`src/design/mbq_pkg.sv`:
```
// shared types and constants of the mouse button event qualifier
package mbq_pkg;

	localparam int BTN_FIELD_W = 3;
	localparam int ELAPSED_W   = 16;
	localparam int MOD_W       = 6;
	localparam int CFG_W       = 16;
	localparam int CFG_IDX_W   = 2;

	localparam logic [CFG_W-1:0] DCLICK_WINDOW_RESET = 16'd500;
	localparam logic [CFG_W-1:0] REPEAT_FIRST_RESET  = 16'd500;
	localparam logic [CFG_W-1:0] REPEAT_INTVL_RESET  = 16'd66;

	typedef enum logic [CFG_IDX_W-1:0] {
		REG_DCLICK_WINDOW = 2'd0,
		REG_REPEAT_FIRST  = 2'd1,
		REG_REPEAT_INTVL  = 2'd2
	} cfg_index_t;

	typedef struct packed {
		logic [BTN_FIELD_W-1:0] pressed_buttons;
		logic [ELAPSED_W-1:0]   elapsed_ms;
		logic                   keyboard_present;
		logic [MOD_W-1:0]       modifier_keys;
	} frame_t;

	typedef struct packed {
		logic [BTN_FIELD_W-1:0] held_mask;
		logic [BTN_FIELD_W-1:0] down_mask;
		logic [BTN_FIELD_W-1:0] up_mask;
		logic [BTN_FIELD_W-1:0] double_click_mask;
		logic [BTN_FIELD_W-1:0] repeat_mask;
		logic                   ctrl_held;
		logic                   alt_held;
		logic                   shift_held;
	} result_t;

	typedef struct packed {
		logic [CFG_W-1:0] double_click_window_ms;
		logic [CFG_W-1:0] repeat_first_delay_ms;
		logic [CFG_W-1:0] repeat_interval_ms;
	} cfg_t;

endpackage

```
`src/design/mbq_if.sv`:
```
// valid/ready channel carrying one word of a given payload type
interface mbq_if #(
	parameter type payload_t = logic
);
	logic     valid;
	logic     ready;
	payload_t payload;

	modport source (output valid, output payload, input ready);
	modport sink (input valid, input payload, output ready);
endinterface

```
`src/design/mbq_cfg_regs.sv`:
```
// configuration register file with write decode
module mbq_cfg_regs (
	input  logic                            clk,
	input  logic                            arst_n,
	input  logic                            cfg_we,
	input  logic [mbq_pkg::CFG_IDX_W-1:0]   cfg_index,
	input  logic [mbq_pkg::CFG_W-1:0]       cfg_data,
	output mbq_pkg::cfg_t                   cfg
);
	mbq_pkg::cfg_t cfg_q;

	always_ff @(posedge clk or negedge arst_n) begin
		if (!arst_n) begin
			cfg_q.double_click_window_ms <= mbq_pkg::DCLICK_WINDOW_RESET;
			cfg_q.repeat_first_delay_ms  <= mbq_pkg::REPEAT_FIRST_RESET;
			cfg_q.repeat_interval_ms     <= mbq_pkg::REPEAT_INTVL_RESET;
		end else if (cfg_we) begin
			unique case (cfg_index)
				mbq_pkg::REG_DCLICK_WINDOW: cfg_q.double_click_window_ms <= cfg_data;
				mbq_pkg::REG_REPEAT_FIRST:  cfg_q.repeat_first_delay_ms  <= cfg_data;
				mbq_pkg::REG_REPEAT_INTVL:  cfg_q.repeat_interval_ms     <= cfg_data;
				default: begin
				end
			endcase
		end
	end

	assign cfg = cfg_q;
endmodule

```
`src/design/mbq_engine.sv`:
```
// button state, timers and per-word event decision logic
module mbq_engine #(
	parameter int BUTTON_COUNT = 3,
	parameter int TIME_WIDTH   = 16
) (
	input  logic              clk,
	input  logic              arst_n,
	input  logic              advance,
	input  mbq_pkg::frame_t   frame,
	input  mbq_pkg::cfg_t     cfg,
	output mbq_pkg::result_t  result
);
	localparam int LPB_W = $clog2(BUTTON_COUNT + 1);
	localparam int NMASK = 5;
	localparam logic [TIME_WIDTH-1:0] TIME_MAX = '1;

	typedef logic [TIME_WIDTH-1:0] tm_t;

	function automatic tm_t sat_time(input logic [mbq_pkg::CFG_W-1:0] v);
		logic [31:0] v32;
		logic [31:0] m32;
		v32 = 32'(v);
		m32 = 32'(TIME_MAX);
		return (v32 > m32) ? TIME_MAX : v32[TIME_WIDTH-1:0];
	endfunction

	function automatic tm_t count_down(input tm_t t, input logic [mbq_pkg::ELAPSED_W-1:0] d);
		logic [31:0] t32;
		logic [31:0] d32;
		logic [31:0] diff;
		t32  = 32'(t);
		d32  = 32'(d);
		diff = t32 - d32;
		return (t32 > d32) ? diff[TIME_WIDTH-1:0] : '0;
	endfunction

	logic [BUTTON_COUNT-1:0] prev_q;
	logic [LPB_W-1:0]        lpb_q;
	tm_t                     dct_q;
	tm_t                     rep_q [BUTTON_COUNT];

	logic [BUTTON_COUNT-1:0] held_b;
	logic [BUTTON_COUNT-1:0] stroke;
	logic [BUTTON_COUNT-1:0] down_v;
	logic [BUTTON_COUNT-1:0] up_v;
	logic [BUTTON_COUNT-1:0] dclick_v;
	logic [BUTTON_COUNT-1:0] rep_v;
	logic [LPB_W-1:0]        lpb_n;
	tm_t                     dct_n;
	tm_t                     rep_n [BUTTON_COUNT];
	tm_t                     dc_load;
	tm_t                     first_load;
	tm_t                     intvl_load;
	logic [BUTTON_COUNT-1:0]        masks_b [NMASK];
	logic [mbq_pkg::BTN_FIELD_W-1:0] masks_o [NMASK];

	for (genvar i = 0; i < BUTTON_COUNT; i++) begin : g_held
		if (i < mbq_pkg::BTN_FIELD_W) begin : g_in
			assign held_b[i] = frame.pressed_buttons[i];
		end else begin : g_none
			assign held_b[i] = 1'b0;
		end
	end

	assign stroke     = ~prev_q & held_b;
	assign dc_load    = sat_time(cfg.double_click_window_ms);
	assign first_load = sat_time(cfg.repeat_first_delay_ms);
	assign intvl_load = sat_time(cfg.repeat_interval_ms);

	// buttons judged in index order, a lower press can restart the window
	always_comb begin
		lpb_n    = lpb_q;
		dct_n    = count_down(dct_q, frame.elapsed_ms);
		down_v   = '0;
		up_v     = '0;
		dclick_v = '0;
		rep_v    = '0;
		for (int i = 0; i < BUTTON_COUNT; i++) begin
			rep_n[i] = count_down(rep_q[i], frame.elapsed_ms);
			if (held_b[i]) begin
				if (stroke[i]) begin
					if (dct_n != '0 && lpb_n == LPB_W'(i + 1)) begin
						dclick_v[i] = 1'b1;
						lpb_n       = '0;
					end else begin
						down_v[i] = 1'b1;
						lpb_n     = LPB_W'(i + 1);
						dct_n     = dc_load;
					end
				end
				if (rep_n[i] == '0) begin
					rep_v[i] = 1'b1;
					rep_n[i] = stroke[i] ? first_load : intvl_load;
				end
			end else begin
				up_v[i]  = prev_q[i];
				rep_n[i] = '0;
			end
		end
	end

	always_ff @(posedge clk or negedge arst_n) begin
		if (!arst_n) begin
			prev_q <= '0;
			lpb_q  <= '0;
			dct_q  <= '0;
			for (int i = 0; i < BUTTON_COUNT; i++) begin
				rep_q[i] <= '0;
			end
		end else if (advance) begin
			prev_q <= held_b;
			lpb_q  <= lpb_n;
			dct_q  <= dct_n;
			for (int i = 0; i < BUTTON_COUNT; i++) begin
				rep_q[i] <= rep_n[i];
			end
		end
	end

	assign masks_b[0] = held_b;
	assign masks_b[1] = down_v;
	assign masks_b[2] = up_v;
	assign masks_b[3] = dclick_v;
	assign masks_b[4] = rep_v;

	for (genvar m = 0; m < NMASK; m++) begin : g_mask
		for (genvar j = 0; j < mbq_pkg::BTN_FIELD_W; j++) begin : g_bit
			if (j < BUTTON_COUNT) begin : g_used
				assign masks_o[m][j] = masks_b[m][j];
			end else begin : g_unused
				assign masks_o[m][j] = 1'b0;
			end
		end
	end

	assign result.held_mask         = masks_o[0];
	assign result.down_mask         = masks_o[1];
	assign result.up_mask           = masks_o[2];
	assign result.double_click_mask = masks_o[3];
	assign result.repeat_mask       = masks_o[4];
	assign result.ctrl_held  = frame.keyboard_present & (|frame.modifier_keys[1:0]);
	assign result.alt_held   = frame.keyboard_present & (|frame.modifier_keys[3:2]);
	assign result.shift_held = frame.keyboard_present & (|frame.modifier_keys[5:4]);
endmodule

```
`src/design/mouse_button_event_qualifier.sv`:
```
// top level of the mouse button event qualifier
// Usage:
//   frames  : sink channel, one word per input frame (held buttons, elapsed
//             milliseconds, keyboard flag, modifier keys)
//   results : source channel, exactly one word per accepted frame, in order
//   cfg_we/cfg_index/cfg_data : register writes (double-click window, first
//             repeat delay, repeat interval); the user writes them only
//             while idle, a rule the block leaves to the user
// Throughput: one frame per cycle without result stalls; the event decision
//   is one pass of saturating subtract and compare logic between the input
//   and result registers, with the button state updated as a word advances.
// Reset: clears both pipeline stages, the button history, the last pressed
//   button and all timers; registers return to 500, 500 and 66 ms.
// Stall: a waiting result holds in the output register while one more
//   frame may enter the input register; after that frames.ready drops
//   until results.ready returns.
module mouse_button_event_qualifier #(
	parameter int BUTTON_COUNT = 3,
	parameter int TIME_WIDTH   = 16
) (
	input  logic                           clk,
	input  logic                           arst_n,
	mbq_if.sink                            frames,
	mbq_if.source                          results,
	input  logic                           cfg_we,
	input  logic [mbq_pkg::CFG_IDX_W-1:0]  cfg_index,
	input  logic [mbq_pkg::CFG_W-1:0]      cfg_data
);
	mbq_pkg::cfg_t    cfg;
	mbq_pkg::frame_t  frame_s1;
	logic             valid_s1;
	mbq_pkg::result_t result_c;
	mbq_pkg::result_t result_s2;
	logic             valid_s2;
	logic             accept;
	logic             advance;

	mbq_cfg_regs u_cfg (
		.clk       (clk),
		.arst_n    (arst_n),
		.cfg_we    (cfg_we),
		.cfg_index (cfg_index),
		.cfg_data  (cfg_data),
		.cfg       (cfg)
	);

	mbq_engine #(
		.BUTTON_COUNT (BUTTON_COUNT),
		.TIME_WIDTH   (TIME_WIDTH)
	) u_engine (
		.clk     (clk),
		.arst_n  (arst_n),
		.advance (advance),
		.frame   (frame_s1),
		.cfg     (cfg),
		.result  (result_c)
	);

	assign advance      = valid_s1 & (~valid_s2 | results.ready);
	assign frames.ready = ~valid_s1 | advance;
	assign accept       = frames.valid & frames.ready;

	always_ff @(posedge clk or negedge arst_n) begin
		if (!arst_n) begin
			valid_s1 <= 1'b0;
			valid_s2 <= 1'b0;
		end else begin
			if (accept) begin
				valid_s1 <= 1'b1;
			end else if (advance) begin
				valid_s1 <= 1'b0;
			end
			if (advance) begin
				valid_s2 <= 1'b1;
			end else if (results.ready) begin
				valid_s2 <= 1'b0;
			end
		end
	end

	always_ff @(posedge clk) begin
		if (accept) begin
			frame_s1 <= frames.payload;
		end
		if (advance) begin
			result_s2 <= result_c;
		end
	end

	assign results.valid   = valid_s2;
	assign results.payload = result_s2;
endmodule

```
`src/flat_wrapper.sv`:
```
// flat-port wrapper written by rule: the top's interface ports become plain ports
module mouse_button_event_qualifier_flat 
#(
	parameter int BUTTON_COUNT = 3,
	parameter int TIME_WIDTH   = 16
)
  (clk, arst_n, cfg_we, cfg_index, cfg_data, frames_valid, frames_payload, frames_ready, results_valid, results_payload, results_ready);
  mbq_if #(.payload_t(mbq_pkg::frame_t)) frames_i ();
  mbq_if #(.payload_t(mbq_pkg::result_t)) results_i ();
  input  logic clk;
  input  logic arst_n;
  input  logic cfg_we;
  input  logic [mbq_pkg::CFG_IDX_W-1:0] cfg_index;
  input  logic [mbq_pkg::CFG_W-1:0] cfg_data;
  input wire logic [$bits(frames_i.valid)-1:0] frames_valid;
  input wire logic [$bits(frames_i.payload)-1:0] frames_payload;
  output wire logic [$bits(frames_i.ready)-1:0] frames_ready;
  output wire logic [$bits(results_i.valid)-1:0] results_valid;
  output wire logic [$bits(results_i.payload)-1:0] results_payload;
  input wire logic [$bits(results_i.ready)-1:0] results_ready;
  assign frames_i.valid = frames_valid;
  assign frames_i.payload = frames_payload;
  assign frames_ready = frames_i.ready;
  assign results_valid = results_i.valid;
  assign results_payload = results_i.payload;
  assign results_i.ready = results_ready;
  mouse_button_event_qualifier #(.BUTTON_COUNT(BUTTON_COUNT), .TIME_WIDTH(TIME_WIDTH)) u_core (.clk(clk), .arst_n(arst_n), .frames(frames_i), .results(results_i), .cfg_we(cfg_we), .cfg_index(cfg_index), .cfg_data(cfg_data));
endmodule
```
`config.mk`:
```
export PLATFORM = sky130hd
export DESIGN_NAME = mouse_button_event_qualifier_flat
export DESIGN_NICKNAME = d
export VERILOG_FILES = /design/src/design/mbq_pkg.sv /design/src/design/mbq_if.sv /design/src/design/mbq_cfg_regs.sv /design/src/design/mbq_engine.sv /design/src/design/mouse_button_event_qualifier.sv /design/src/flat_wrapper.sv
export SDC_FILE = /design/constraint.sdc
export NUM_CORES = 1
export LEC_CHECK = 0
export ABC_AREA = 1
export BUFFER_PORTS_ARGS = -buffer_cell sky130_fd_sc_hd__buf_2
export CORE_MARGIN = 1.5
export CORE_UTILIZATION = 45
export CTS_CLUSTER_SIZE = 20
export DETAILED_ROUTE_END_ITERATION = 7
export PLACE_DENSITY = 0.74
export SLEW_MARGIN = 5
export SYNTH_ARGS = -nofsm -noshare
export SYNTH_HDL_FRONTEND = slang
export SYNTH_SLANG_ARGS = --single-unit
```
`constraint.sdc`:
```
create_clock -name clk -period 4.4 [get_ports clk]
set_input_delay 0.66 -clock clk [delete_from_list [all_inputs] [get_ports clk]]
set_output_delay 0.66 -clock clk [all_outputs]
set_load 0.05 [all_outputs]
```
* After elaboration in Yosys (flattened, before gate mapping)
Index checks and enable logic that the tools add are counted.
** Word-level totals
- Register bits :: 163
- Output and inout port bits :: 20
- Word-level logic and storage cells :: 120
** Cells by class
- Add/subtract/negate cells :: 4
- $lt $le $gt $ge :: 4
- Equal/unequal tests :: 5
- Multiplexer cells :: 44
- Bitwise gates (word level) :: 11
- Reductions and logical operators :: 21
** Operators by type and width (number)
- $mux 16 :: 22
- $gt 16x16->1 :: 4
- $sub 16x16->16 :: 4
- $logic_not 16->1 :: 3
- $reduce_bool 16->1 :: 3
- $mux 2 :: 8
- $mux 1 :: 14
- $reduce_and 2->1 :: 6
- $eq 2x2->1 const B :: 3
- $reduce_or 2->1 :: 3
- $and 1x1->1 :: 5
- $eq 2x1->1 const B :: 2
- $reduce_bool 2->1 :: 2
- $and 3x3->3 :: 1
- $logic_and 1x1->1 :: 3
- $not 3->3 :: 1
- $logic_not 2->1 :: 1
- $not 1->1 :: 2
- $or 1x1->1 :: 2

* Logic depth before layout (Yosys ltp)
- Depth after elaboration :: 17
- Gate-level depth with buffers :: 40
- Depth with buffers taken out :: 38

* Hierarchy
A second synthesis with hierarchy kept.
** Second synthesis, totals
- Cells, all modules :: 1663
- Area, all modules :: 11669.9 um^2
** By module, submodules not included
- mbq_engine :: instances 1, cells an instance 1393, area an instance 8191.6 um^2
- mbq_cfg_regs :: instances 1, cells an instance 214, area an instance 2062.0 um^2
- mouse_button_event_qualifier :: instances 1, cells an instance 56, area an instance 1416.4 um^2

* Worst setup path before layout
No wires, ideal clock.
- Path kind :: flip-flop to flip-flop
- Start :: reg u_core.frame_s1[7] in the netlist's numbering
- End :: reg u_core.result_s2 (netlist bit u_core.results.payload[8]) (data pin)
- Data arrival time :: 3705 ps
- Required time :: 4132 ps
- Path slack :: 427 ps
- Stages on the path, launching flop included :: 37
- Buffers on the path :: 3
- Clock period less this slack :: 3973 ps
- Path through :: edfxtp_1 -> ha_1 -> fa_1 -> inv_1 -> nand2_1 -> nand2_1 -> and2_1 -> nand2_1 -> nand3_1 -> nand2_1 -> nand2_1 -> inv_1 -> nand2_1 -> nand2_1 -> nor2_1 -> nand3_2 -> nand2_4 -> nand2_4 -> buf_6 -> nand2_1 -> nand2_1 -> nor2_1 -> nand2_1 -> nor2_1 -> nand2_1 -> nand2_4 -> nand2_4 -> buf_6 -> nand2_1 -> nand2_1 -> nor2_1 -> nand2_1 -> nor2_1 -> nand2_1 -> nand2_4 -> buf_4 -> nor2_1
** Between the ends
- Longest elaborated chain between the ends :: 15
- Elaborated cells on any way between the ends :: 24
** RTL lines
- start: declaration :: line mouse_button_event_qualifier.sv:30 : mbq_pkg::frame_t frame_s1;
- start signal: assignment :: line mouse_button_event_qualifier.sv:83 : frame_s1 <= frames.payload;
- $sub 16x16->16 or $gt 16x16->1 (tied branches) :: line mbq_engine.sv:33, mbq_engine.sv:34
- $mux 16 (*) :: line mbq_engine.sv:34 : return (t32 > d32) ? diff[TIME_WIDTH-1:0] : '0;
- $reduce_bool 16->1 :: line mbq_engine.sv:82 : if (dct_n != '0 && lpb_n == LPB_W'(i + 1)) begin
- $logic_and 1x1->1 :: line mbq_engine.sv:82
- $mux 16 or $mux 1 (tied branches) :: line mbq_engine.sv:82
- $mux 16 or $mux 2 (tied branches) :: line mbq_engine.sv:81 : if (stroke[i]) begin
- $mux 16 or $mux 2 (tied branches) :: line mbq_engine.sv:80 : if (held_b[i]) begin
- $reduce_bool 16->1 or $eq 2x2->1 (tied branches) :: line mbq_engine.sv:82
- $logic_and 1x1->1 :: line mbq_engine.sv:82
- $mux 16 or $mux 2 (tied branches) :: line mbq_engine.sv:82
- $mux 16 or $mux 2 (tied branches) :: line mbq_engine.sv:81
- $mux 16 or $mux 2 (tied branches) :: line mbq_engine.sv:80
- $reduce_bool 16->1 or $eq 2x2->1 (tied branches) :: line mbq_engine.sv:82
- $logic_and 1x1->1 (*) :: line mbq_engine.sv:82
- $mux 1 (*) :: line mbq_engine.sv:82
- end signal: assignment :: line mouse_button_event_qualifier.sv:86 : result_s2 <= result_c;
- end: declaration :: line mouse_button_event_qualifier.sv:33 : mbq_pkg::result_t result_s2;
Every way passes the cells marked *; elsewhere a longest branch is shown, timed or not.
A chain may end at the register's enable or synchronous reset.

* Worst setup path in the final report
- Start :: reg u_core.u_engine.dct_q[5]
- End :: reg u_core.u_engine.dct_q[12]
** Between the ends
- Longest elaborated chain between the ends :: 17
- Elaborated cells on any way between the ends :: 26
** RTL lines
- start: declaration :: line mbq_engine.sv:39 : tm_t dct_q;
- start signal: assignment :: line mbq_engine.sv:113 : dct_q <= dct_n;
- $sub 16x16->16 or $gt 16x16->1 (tied branches) :: line mbq_engine.sv:33, mbq_engine.sv:34
- $mux 16 (*) :: line mbq_engine.sv:34
- $reduce_bool 16->1 :: line mbq_engine.sv:82
- $logic_and 1x1->1 :: line mbq_engine.sv:82
- $mux 16 or $mux 1 (tied branches) :: line mbq_engine.sv:82
- $mux 16 or $mux 2 (tied branches) :: line mbq_engine.sv:81
- $mux 16 or $mux 2 (tied branches) :: line mbq_engine.sv:80
- $reduce_bool 16->1 or $eq 2x2->1 (tied branches) :: line mbq_engine.sv:82
- $logic_and 1x1->1 :: line mbq_engine.sv:82
- $mux 16 or $mux 2 (tied branches) :: line mbq_engine.sv:82
- $mux 16 or $mux 2 (tied branches) :: line mbq_engine.sv:81
- $mux 16 or $mux 2 (tied branches) :: line mbq_engine.sv:80
- $reduce_bool 16->1 or $eq 2x2->1 (tied branches) :: line mbq_engine.sv:82
- $logic_and 1x1->1 :: line mbq_engine.sv:82
- $mux 16 :: line mbq_engine.sv:82
- $mux 16 :: line mbq_engine.sv:81
- $mux 16 (*) :: line mbq_engine.sv:80
Marks and branches as above.

==> results.sh <==
export IMPL_ys_seq_area_share_pct=37.6
export IMPL_synth_top_family_by_area="simple AND/OR/NAND/NOR gates"
export IMPL_cp_slowest_cell="dfrtp_1"
export IMPL_area_delta_synth_final_pct=16.6
export IMPL_top_usage_layer="met2"
export IMPL_final_fill_count=2477
export IMPL_nets=1867
export IMPL_grt_usage_pct=28.1
export IMPL_tightest_slew_ps=1170
export IMPL_worst_r2r_endpoint="u_core.u_engine.dct_q[12]"
export IMPL_antenna_left=0
export IMPL_path_max_fanout=16
export IMPL_swShare_pct=49.0
export IMPL_htree_levels=4
export IMPL_vias=11500
export IMPL_relSlewSlack_pct=21.9
export IMPL_critPathKind="reg2reg"
export IMPL_ios=69
export IMPL_core_um2=25100
export IMPL_clk_path_buf_depth=2
export IMPL_synth_xor_area_share_pct=1.14
export IMPL_place_congestion=1.01
export IMPL_synth_main_ff_cell="dfrtp_1"
export IMPL_row_count=58
export IMPL_yosysTopAreaCell="dfrtp_1"
export IMPL_skew_ps=14.6
export IMPL_synth_cell_types=43
export IMPL_use_met1_pct=41.8
export IMPL_grt_pass1_wl_mm=57.1
export IMPL_maxCapViolCount=0
export IMPL_detail_route_first_pass_iterations=6
export IMPL_grtUsageMet2_pct=42.2
export IMPL_die_w_um=163
export IMPL_p_clk_share_pct=17.0
export IMPL_dp_hpwl_mm=27.7
export IMPL_synth_compound_area_share_pct=13.1
export IMPL_numCtsBuffers=17
export IMPL_synthCells=1641
export IMPL_hp_class="in2async"
export IMPL_antennaDiodeCount=0
export IMPL_synth_edff_count=44
export IMPL_grt_overflow=0
export IMPL_synthArstFlopShare_pct=73.0
export IMPL_crit_path_start_kind="flop"
export IMPL_wl_per_cell_um=17.3
export IMPL_place_area_um2=12500
export IMPL_clock_sinks=163
export IMPL_vdd_drop_max_uv=363
export IMPL_seq_power_share_pct=25.0
export IMPL_crit_required_ps=4720
export IMPL_grt_use_met3_pct=4.28
export IMPL_antenna_found_initial=0
export IMPL_layout_drive_gt1_share_pct=15.2
export IMPL_postSynthAreaPerCell_um2=7.00
export IMPL_p_leak_nw=7.02
export IMPL_multi_input_area_um2=6390
export IMPL_io_buffers=68
export IMPL_outcome="completed"
export IMPL_holdBufCountCts=0
export IMPL_p_total_mw=8.79
export IMPL_path_clk_slew_ps=80
export IMPL_worst_r2r_cell_count=32
export IMPL_ff_latch_area_um2=4320
export IMPL_endpoint_kind="flop"
export IMPL_start_util_pct=45.7
export IMPL_drc=0
export IMPL_die_h_um=163
export IMPL_synth_adder_area_share_pct=7.67
export IMPL_power_density_nw_per_um2=656
export IMPL_cp_common_cell="nand2_1"
export IMPL_viasPerCell=5.49
export IMPL_r2r_start="u_core.u_engine.dct_q[5]"
export IMPL_grt_max_degree=82
export IMPL_min_period_over_period_pct=96.5
export IMPL_clock_fmax_ghz=0.236
export IMPL_yosys_area_share_simple_pct=31.9
export IMPL_fin_area_um2=13400
export IMPL_arrival_ps=4560
export IMPL_internal_power_mw=4.48
export IMPL_grt_pass1_vias=10400
export IMPL_hold_viol_final=0
export IMPL_yosysTopAreaCellShare_pct=22.9
export IMPL_drt_iter0_drc=1187
export IMPL_drt_wl_total_mm=36.3
export IMPL_synth_seq_cells=163
export IMPL_setup_tns_ps=0
export IMPL_combPwrFrac_pct=58.0
export IMPL_root_buffer="clkbuf_16"
export IMPL_syn_nets=1758
export IMPL_r2r_slack_ps=150
export IMPL_synth_area_um2=11500
export IMPL_cpPeakStageDelay_ps=430
export IMPL_rsz0062_at_grt="true"
export IMPL_synth_area_leaders="dfrtp_1 (23%), nand2_1 (17%), edfxtp_1 (12%)"
export IMPL_ys_warn_count=0
export IMPL_synthMuxAreaShare_pct=0
export IMPL_setup_viol=0
export IMPL_power_switching_mw=4.31
export IMPL_min_period_ps=4250
export IMPL_slew_violations=0
export IMPL_insertion_delay_ps=440
export IMPL_dieArea_um2=26500
export IMPL_cts_tree="built"
-- layout make-up --
cell class / instances / share of cell area (%)
clock inverter: 14 / 1.16
clock buffer: 18 / 3.21
timing repair buffer: 142 / 6.92
multi-input combinational: 1226 / 47.8
sequential: 163 / 32.3
tap: 330 / 3.08
inverter: 200 / 5.61
-- cell usage in the layout (no fill, tap or decap), types with 7 or more instances in the layout --
master	count
nand2_2	17
xor2_1	9
inv_1	182
edfxtp_1	44
clkbuf_16	17
nand3b_1	18
buf_2	67
inv_2	14
o21bai_1	12
dfrtp_1	105
nor3_1	12
ha_1	57
o21ai_0	168
nand2_1	520
nand4_1	38
dfstp_2	14
nor2_1	97
nand3_1	123
or2_2	7
buf_4	70
a21oi_1	74
-- worst max-delay path, delay by kind of cell (launching register included) --
kind / cells / cell delay, ps
buf+inv: 2 / 330
fa+ha+maj: 1 / 400
flops: 1 / 430
simple gates: 28 / 2700
compound gates: 1 / 260
-- kinds of logic (layout without fill, tap and decap cells) --
logic type               after synthesis  in the layout
XOR/XNOR                              15             15
flip-flops                           163            163
AO/OA/AOI/OAI                        283            283
adder cells (fa/ha/maj)               68             68
AND/OR/NAND/NOR                      859            860
buffers and inverters                253            374
-- cell usage after synthesis, types with 2 or more instances --
library cell and count:
a211oi_1 2, a21oi_1 79, and2_1 2, buf_2 2, buf_6 4, clkbuf_1 45
clkinv_1 5, dfrtp_1 105, dfstp_2 14, edfxtp_1 44, fa_1 4, ha_1 64
inv_1 189, inv_2 6, nand2_1 533, nand2_2 5, nand2_4 6, nand3_1 128
nand3b_1 18, nand4_1 38, nor2_1 103, nor2_2 2, nor3_1 13, nor4_1 2
o211ai_1 3, o21a_1 4, o21ai_0 172, o21ai_1 2, o21bai_1 13, o31ai_1 2
or2_2 7, xnor2_1 6, xor2_1 9
-- worst max-delay path by stage --
stage	startpoint	end	depth (start not counted)
2_1_floorplan	u_core.frame_s1[7]	u_core.results.payload[8]	36
3_3_place_gp	u_core.frame_s1[18]	u_core.u_engine.lpb_q[0]	30
3_5_place_dp	u_core.frame_s1[7]	u_core.u_engine.lpb_q[0]	33
4_1_cts	u_core.frame_s1[7]	u_core.u_engine.lpb_q[0]	33
5_1_grt	u_core.frame_s1[11]	u_core.u_engine.dct_q[0]	34
6_report	u_core.u_engine.dct_q[5]	u_core.u_engine.dct_q[12]	32
-- sequential cells by signal (all words and copies together) (netlist names) --
| register | cells |
|---|---|
| u_core.results.valid | 1 |
| u_core.u_engine.lpb_q | 2 |
| u_core.u_engine.dct_q | 16 |
| u_core.frame_s1 | 26 |
| u_core.valid_s1 | 1 |
| u_core.results.payload | 18 |
| u_core.u_engine.prev_q | 3 |
| u_core.u_cfg.cfg | 48 |
| u_core.u_engine.rep_q | 48 |
-- metal layers --
metal  wire length (um)  vias to the layer above  share of wire, %
li1                   -                     5587                 -
met4               1120                        0               3.1
met3               2580                       67               7.1
met5                  0                        -                 0
met1              17100                     5371                47
met2              15600                      466                43
-- power by group through the flow --
stage	Combinational, mW	Clock (mW)	Sequential [mW]
detailed placement	4.73	0	2.20
global route	5.68	1.58	2.22
floorplan	3.21	0	2.22
CTS	4.76	1.52	2.18
global placement	4.67	0	2.19
finish	5.09	1.50	2.19
-- per-stage QoR --
step / util (%) / hold WS [ps] / instances / setup slack (ps)
after floorplan: - / 364 / 1641 / 427
after global routing: 53.3 / 367 / 2093 / -276
after CTS: 52.1 / 376 / 2082 / 35.9
after detailed placement: 49.7 / 473 / 2050 / 65.2
after global placement: 49.7 / 466 / 2050 / 114
final: 53.3 / 364 / 2093 / 155
-- repair_timing --
item,CTS,global route
hold endpoints to repair,0,0
buffers inserted,0,10
gates resized for setup,0,66
setup endpoints to repair,0,58
Power figures use the tool's default switching activity.
